$ cat config.mk
export PLATFORM = sky130hd
export DESIGN_NAME = trimmed_moving_average_filter_top_flat
export DESIGN_NICKNAME = d
export VERILOG_FILES = /design/src/hw/rtl/tmaf_pkg.sv /design/src/hw/rtl/tmaf_sample_if.sv /design/src/hw/rtl/tmaf_filtered_if.sv /design/src/hw/rtl/trimmed_moving_average_filter_top.sv /design/src/hw/rtl/tmaf_window.sv /design/src/hw/rtl/tmaf_reduce.sv /design/src/flat_wrapper.sv
export SDC_FILE = /design/constraint.sdc
export NUM_CORES = 1
export LEC_CHECK = 0
export BUFFER_PORTS_ARGS = -buffer_cell sky130_fd_sc_hd__buf_4
export CAP_MARGIN = 20
export CORE_MARGIN = 2
export CORE_UTILIZATION = 30
export DETAILED_ROUTE_END_ITERATION = 10
export GPL_ROUTABILITY_DRIVEN = 0
export PLACE_DENSITY = 0.55
export SLEW_MARGIN = 20
export SYNTH_ARGS = -nofsm -noshare
export SYNTH_HDL_FRONTEND = slang
export SYNTH_SLANG_ARGS = --single-unit
$ cat constraint.sdc
create_clock -name clk_i -period 39.3 [get_ports clk_i]
set_clock_uncertainty 0.1 [all_clocks]
set_input_delay 3.93 -clock clk_i [delete_from_list [all_inputs] [get_ports clk_i]]
set_output_delay 3.93 -clock clk_i [all_outputs]
set_load 0.1 [all_outputs]
$ cat src/hw/rtl/tmaf_pkg.sv
// ----------------------------------------------------------------------------
// tmaf_pkg
// Types and constants shared by the trimmed moving average filter.
// ----------------------------------------------------------------------------
package tmaf_pkg;

  // Window depth and sample format
  localparam int WINDOW   = 10;
  localparam int SAMPLE_W = 8;

  // Window sum width: enough for WINDOW full-scale samples
  localparam int SUM_W  = SAMPLE_W + $clog2(WINDOW);
  // Trimmed sum width, one guard bit
  localparam int TRIM_W = SUM_W + 1;

  // Divide by eight, truncated toward zero
  localparam int DIV_SHIFT = 3;
  localparam int DIV_BIAS  = (1 << DIV_SHIFT) - 1;

  // Output saturation limits
  localparam int OUT_MAX = 127;
  localparam int OUT_MIN = -128;

  typedef logic signed [SAMPLE_W-1:0] sample_t;
  typedef sample_t [WINDOW-1:0]       window_t;

endpackage

$ cat src/hw/rtl/tmaf_sample_if.sv
// ----------------------------------------------------------------------------
// tmaf_sample_if
// Valid/ready channel carrying one signed sample word.
// ----------------------------------------------------------------------------
interface tmaf_sample_if;

  logic                valid;
  logic                ready;
  logic signed [7:0]   sample;

  modport source (output valid, output sample, input ready);
  modport sink   (input valid, input sample, output ready);

endinterface

$ cat src/hw/rtl/tmaf_filtered_if.sv
// ----------------------------------------------------------------------------
// tmaf_filtered_if
// Valid/ready channel carrying one signed filtered word.
// ----------------------------------------------------------------------------
interface tmaf_filtered_if;

  logic                valid;
  logic                ready;
  logic signed [7:0]   filtered;

  modport source (output valid, output filtered, input ready);
  modport sink   (input valid, input filtered, output ready);

endinterface

$ cat src/hw/rtl/trimmed_moving_average_filter_top.sv
// ----------------------------------------------------------------------------
// trimmed_moving_average_filter_top
// Ten-tap trimmed moving average over signed 8-bit samples.
// ----------------------------------------------------------------------------
// Usage:
//   sample_i   sink channel, one signed 8-bit sample word per handshake.
//   filtered_o source channel, one signed 8-bit result word per sample.
//   Each accepted sample enters the window shift line; the result is the
//   window sum less one largest and one smallest tap, divided by eight and
//   truncated toward zero.
// Path: the accepting edge loads the sample into the shift line; the output
//   register is loaded from the window when the output stage advances after
//   that, and the result word is then shown on filtered_o for taking.
// Throughput: one sample per cycle unless filtered_o stalls, set by the single-pass reduction tree
//   between the window register and the output register.
// Reset: rst_ni low clears the window to zero and empties the pipeline.
// Stall: while filtered_o is held (valid without ready) the output word
//   stays put; one more sample may still be taken into the window stage,
//   after which sample_i.ready drops until the output is taken.
// ----------------------------------------------------------------------------
module trimmed_moving_average_filter_top (
  input  logic            clk_i,
  input  logic            rst_ni,
  tmaf_sample_if.sink     sample_i,
  tmaf_filtered_if.source filtered_o
);
  import tmaf_pkg::*;

  logic    in_accept;
  logic    advance;
  logic    s1_valid_q;
  logic    out_valid_q;
  sample_t filtered_q;
  window_t window;
  sample_t result;

  // handshake: output stage moves when empty or taken
  assign advance        = !out_valid_q || filtered_o.ready;
  assign sample_i.ready = !s1_valid_q || advance;
  assign in_accept      = sample_i.valid && sample_i.ready;

  tmaf_window u_window (
    .clk_i    (clk_i),
    .rst_ni   (rst_ni),
    .shift_i  (in_accept),
    .sample_i (sample_i.sample),
    .window_o (window)
  );

  tmaf_reduce u_reduce (
    .window_i   (window),
    .filtered_o (result)
  );

  // stage valid flags
  always_ff @(posedge clk_i or negedge rst_ni) begin
    if (!rst_ni) begin
      s1_valid_q  <= 1'b0;
      out_valid_q <= 1'b0;
    end else begin
      if (sample_i.ready) begin
        s1_valid_q <= in_accept;
      end
      if (advance) begin
        out_valid_q <= s1_valid_q;
      end
    end
  end

  // output word register
  always_ff @(posedge clk_i) begin
    if (advance && s1_valid_q) begin
      filtered_q <= result;
    end
  end

  assign filtered_o.valid    = out_valid_q;
  assign filtered_o.filtered = filtered_q;

endmodule

$ cat src/hw/rtl/tmaf_window.sv
// ----------------------------------------------------------------------------
// tmaf_window
// Sample shift line: newest sample at tap 0, oldest drops out; zero at reset.
// ----------------------------------------------------------------------------
module tmaf_window (
  input  logic             clk_i,
  input  logic             rst_ni,
  input  logic             shift_i,
  input  tmaf_pkg::sample_t sample_i,
  output tmaf_pkg::window_t window_o
);
  import tmaf_pkg::*;

  window_t window_q;
  window_t window_d;

  // shift one tap toward the old end, new sample at tap 0
  always_comb begin
    window_d = window_q;
    if (shift_i) begin
      for (int i = WINDOW - 1; i > 0; i--) begin
        window_d[i] = window_q[i-1];
      end
      window_d[0] = sample_i;
    end
  end

  // window contents are state: reset to zero
  always_ff @(posedge clk_i or negedge rst_ni) begin
    if (!rst_ni) begin
      window_q <= '0;
    end else begin
      window_q <= window_d;
    end
  end

  assign window_o = window_q;

endmodule

$ cat src/hw/rtl/tmaf_reduce.sv
// ----------------------------------------------------------------------------
// tmaf_reduce
// Sum, max and min over the window by a balanced tree, trim, divide by 8 and saturate.
// ----------------------------------------------------------------------------
module tmaf_reduce (
  input  tmaf_pkg::window_t window_i,
  output tmaf_pkg::sample_t filtered_o
);
  import tmaf_pkg::*;

  localparam int LEVELS = $clog2(WINDOW);
  localparam int LEAVES = 1 << LEVELS;

  sample_t                  mx [LEVELS+1][LEAVES];
  sample_t                  mn [LEVELS+1][LEAVES];
  logic signed [SUM_W-1:0]  sm [LEVELS+1][LEAVES];

  logic signed [TRIM_W-1:0] trim;
  logic signed [TRIM_W-1:0] biased;
  logic signed [TRIM_W-1:0] quot;

  // reduction tree; pad leaves repeat tap 0 for max/min and add zero
  always_comb begin
    for (int l = 0; l <= LEVELS; l++) begin
      for (int i = 0; i < LEAVES; i++) begin
        mx[l][i] = window_i[0];
        mn[l][i] = window_i[0];
        sm[l][i] = '0;
      end
    end
    for (int i = 0; i < WINDOW; i++) begin
      mx[0][i] = window_i[i];
      mn[0][i] = window_i[i];
      sm[0][i] = SUM_W'(window_i[i]);
    end
    for (int l = 0; l < LEVELS; l++) begin
      for (int i = 0; i < (LEAVES >> (l + 1)); i++) begin
        mx[l+1][i] = (mx[l][2*i+1] > mx[l][2*i]) ? mx[l][2*i+1] : mx[l][2*i];
        mn[l+1][i] = (mn[l][2*i+1] < mn[l][2*i]) ? mn[l][2*i+1] : mn[l][2*i];
        sm[l+1][i] = sm[l][2*i] + sm[l][2*i+1];
      end
    end
  end

  // drop one max and one min, divide toward zero, saturate
  always_comb begin
    trim   = TRIM_W'(sm[LEVELS][0]) - TRIM_W'(mx[LEVELS][0]) - TRIM_W'(mn[LEVELS][0]);
    biased = trim[TRIM_W-1] ? (trim + TRIM_W'(DIV_BIAS)) : trim;
    quot   = biased >>> DIV_SHIFT;
    if (quot > TRIM_W'(OUT_MAX)) begin
      filtered_o = SAMPLE_W'(OUT_MAX);
    end else if (quot < TRIM_W'(OUT_MIN)) begin
      filtered_o = SAMPLE_W'(OUT_MIN);
    end else begin
      filtered_o = quot[SAMPLE_W-1:0];
    end
  end

endmodule

$ cat src/flat_wrapper.sv
// flat-port wrapper written by rule: the top's interface ports become plain ports
module trimmed_moving_average_filter_top_flat import tmaf_pkg::*;
  (clk_i, rst_ni, sample_i_valid, sample_i_sample, sample_i_ready, filtered_o_valid, filtered_o_filtered, filtered_o_ready);
  tmaf_sample_if sample_i_i ();
  tmaf_filtered_if filtered_o_i ();
  input  logic clk_i;
  input  logic rst_ni;
  input wire logic [$bits(sample_i_i.valid)-1:0] sample_i_valid;
  input wire logic [$bits(sample_i_i.sample)-1:0] sample_i_sample;
  output wire logic [$bits(sample_i_i.ready)-1:0] sample_i_ready;
  output wire logic [$bits(filtered_o_i.valid)-1:0] filtered_o_valid;
  output wire logic [$bits(filtered_o_i.filtered)-1:0] filtered_o_filtered;
  input wire logic [$bits(filtered_o_i.ready)-1:0] filtered_o_ready;
  assign sample_i_i.valid = sample_i_valid;
  assign sample_i_i.sample = sample_i_sample;
  assign sample_i_ready = sample_i_i.ready;
  assign filtered_o_valid = filtered_o_i.valid;
  assign filtered_o_filtered = filtered_o_i.filtered;
  assign filtered_o_i.ready = filtered_o_ready;
  trimmed_moving_average_filter_top u_core (.clk_i(clk_i), .rst_ni(rst_ni), .sample_i(sample_i_i), .filtered_o(filtered_o_i));
endmodule
==> flow_metrics.tcl <==
set metrics [dict create \
    status "finished clean" \
    drtAntennaViolNets 0 \
    hp-class "flip-flop to flip-flop" \
    track_usage 0.164 \
    synthDistinctLibCells 85 \
    cp_data_arrival_time_ns 14.48 \
    timing.hold.ws_ns 0.387 \
    rsz0062_at_grt "false" \
    clk_latency_ns 0.37 \
    placed_area_um2 12200 \
    die_height_um 200 \
    async_reset_ff_frac 0.911 \
    core_um2 37800 \
    cp_max_fo 18 \
    synth.top_cell.area_share 0.178 \
    gr-usage-met3 0.0265 \
    port_buffers 21 \
    critPathTopFamily "compound AO/OA/AOI/OAI gates" \
    fill_cells 3945 \
    synth-main-ff-cell "dfrtp_1" \
    clk_root_buffer_cell "clkbuf_16" \
    clock-sinks 90 \
    fmax_mhz 69.1 \
    design.die.area_um2 40100 \
    finalHoldViolCount 0 \
    htree_num_levels 3 \
    diodes 0 \
    syn_area_per_cell_um2 8.87 \
    critPathMaxStageDelay_ns 0.59 \
    cts-hold-fix-buffers 0 \
    vias 9190 \
    layout_setup_ws_ns 24.82 \
    dp.final_hpwl_um 26400 \
    dr.pass1.iters 5 \
    post_cts_buffers 0 \
    yosys-top-cells-area "dfrtp_1, fa_1, ha_1, inv_1, mux2i_1" \
    synth-seq-cells 90 \
    ys_warn_count 0 \
    end_kind "flip-flop" \
    place_ws_ns 24.65 \
    fin_tns_setup_ns 0 \
    wl_per_cell_um 17.7 \
    die_x_um 200 \
    area_delta_synth_final_pct 8.60 \
    fin_nets 1541 \
    postCtsResizedCells 0 \
    final_max_slew_viol_count 0 \
    ios 22 \
    met2_usage 0.251 \
    drc 0 \
    initial_utilization 0.306 \
    antenna_found_initial 0 \
    crit_path_start_kind "flip-flop" \
    ys_seq_area_frac 0.199 \
    syn_nets 1535 \
    clock_path_buffers 2 \
    grt_max_degree 68 \
    cts_tree "built" \
    synth_edf_count 8 \
    clkTransAtPathRegs_ns 0.07 \
    yosys.area.top_type "dfrtp_1" \
    rows 71 \
    relSlewSlack 0.385 \
    cpMaxStageDelayCell "ha_1" \
    rr_startpoint "u_core.u_window.window_o[31]" \
    tightestPinTransition_ns 0.922 \
    cap_violations 0 \
    setup_viol 0 \
    cts_made_buffers 9 \
    cp_num_buf_inv 4 \
    netlist_instances 1301 \
    fin_crit_ns 14.48 \
    crit_type "flip-flop to flip-flop" \
    grt_busiest_layer "met2" \
    viasPerCell 5.04 \
    grt_pass1_wl_um 51300 \
    period_share 0.368 \
    first_global_vias 8968 \
    required_ns 39.30 \
    grt_util_met1 0.238 \
    netlist_area_um2 11500 \
    finish.instance_area_um2 12500 \
    drt_iter0_markers 610 \
    cp_common_cell "a21oi_1" \
    drive_above_1_share 0.0915 \
    cp-startpoint "u_core.u_window.window_o[31]" \
    routed_wl_um 32300 \
    grt_overflow 0 \
    hp-start "u_core.s1_valid_q" \
]
layer usage:
metal  up-vias  wire length (um)
met5         -                 0
met4         0               665
met3        31              1430
met2       187             14100
met1      4451             16000
li1       4521                 -
layout make-up:
class | count | area (um^2) | area share
Inverter | 205 | 771 | 0.0615
Clock inverter | 6 | 41.3 | 0.00329
Timing Repair Buffer | 26 | 195 | 0.0156
Tap cell | 511 | 639 | 0.0510
Sequential cell | 90 | 2290 | 0.183
Multi-Input combinational cell | 975 | 8370 | 0.667
Clock buffer | 10 | 229 | 0.0183
cell usage after synthesis (all sizes together) (3+ instances only):
| master | n |
|---|---|
| a41oi | 3 |
| o31ai | 11 |
| mux2 | 53 |
| or2 | 8 |
| mux2i | 64 |
| ha | 135 |
| a21o | 22 |
| a31oi | 3 |
| inv | 203 |
| o21a | 9 |
| and3 | 6 |
| o2111ai | 4 |
| o21bai | 7 |
| clkbuf | 22 |
| a2bb2oi | 3 |
| fa | 87 |
| a21oi | 105 |
| xor2 | 4 |
| xnor2 | 14 |
| nor3 | 10 |
| nand2 | 106 |
| nor2b | 10 |
| and2 | 6 |
| a211o | 3 |
| nor2 | 86 |
| and4b | 3 |
| edfxtp | 8 |
| dfrtp | 82 |
| nor3b | 3 |
| buf | 9 |
| nand4 | 18 |
| o221ai | 4 |
| o221a | 3 |
| a211oi | 11 |
| o21ai | 87 |
| nand3 | 23 |
| nand2b | 17 |
| a221oi | 4 |
| o211ai | 8 |
stage by stage:
step,instances,utilization
6_report,1823,0.332
5_1_grt,1823,0.332
4_1_cts,1822,0.331
3_5_place_dp,1806,0.324
3_3_place_gp,1806,0.324
2_1_floorplan,1301,-
kinds of logic after synthesis:
logic type	share of synthesized area
AO/OA/AOI/OAI	0.177
XOR/XNOR	0.0137
adder cells (fa/ha/maj)	0.299
buffers and inverters	0.0785
flip-flops	0.199
multiplexers	0.108
AND/OR/NAND/NOR	0.125
worst paths after layout:
| check | endpoint | cells past startpoint | slack, ns |
|---|---|---|---|
| min | u_core.filtered_o.valid | 1 | 0.39 |
| max in group asynchronous | u_core.u_window.window_o[76] | 2 | 34.52 |
| max | u_core.filtered_o.filtered[3] | 55 | 24.82 |
| min in group asynchronous | u_core.u_window.window_o[27] | 1 | 3.35 |
| max reg2reg | u_core.filtered_o.filtered[3] | 55 | 24.82 |
| min reg2reg | u_core.filtered_o.valid | 1 | 0.39 |
placed cells by master, fill, tap and decap left out, types with 10 or more instances in the layout:
cell type / count
buf_4: 25
xnor2_1: 14
ha_1: 135
nand3_1: 22
fa_1: 87
nand2_1: 105
nand2b_1: 17
a21oi_1: 105
a21o_1: 22
o31ai_1: 10
nor2b_1: 10
o21ai_0: 82
mux2i_1: 62
nor2_1: 85
nand4_1: 17
inv_1: 203
dfrtp_1: 82
mux2_2: 50
registers in the layout (all words and copies together), names as in the netlist:
name                        count
u_core.u_window.window_o       80
u_core.filtered_o.valid         1
u_core.filtered_o.filtered      8
u_core.s1_valid_q               1
Power is left out: the tool's default activity adds up to more than one toggle a clock period on the data nets, which glitch-free logic cannot reach.
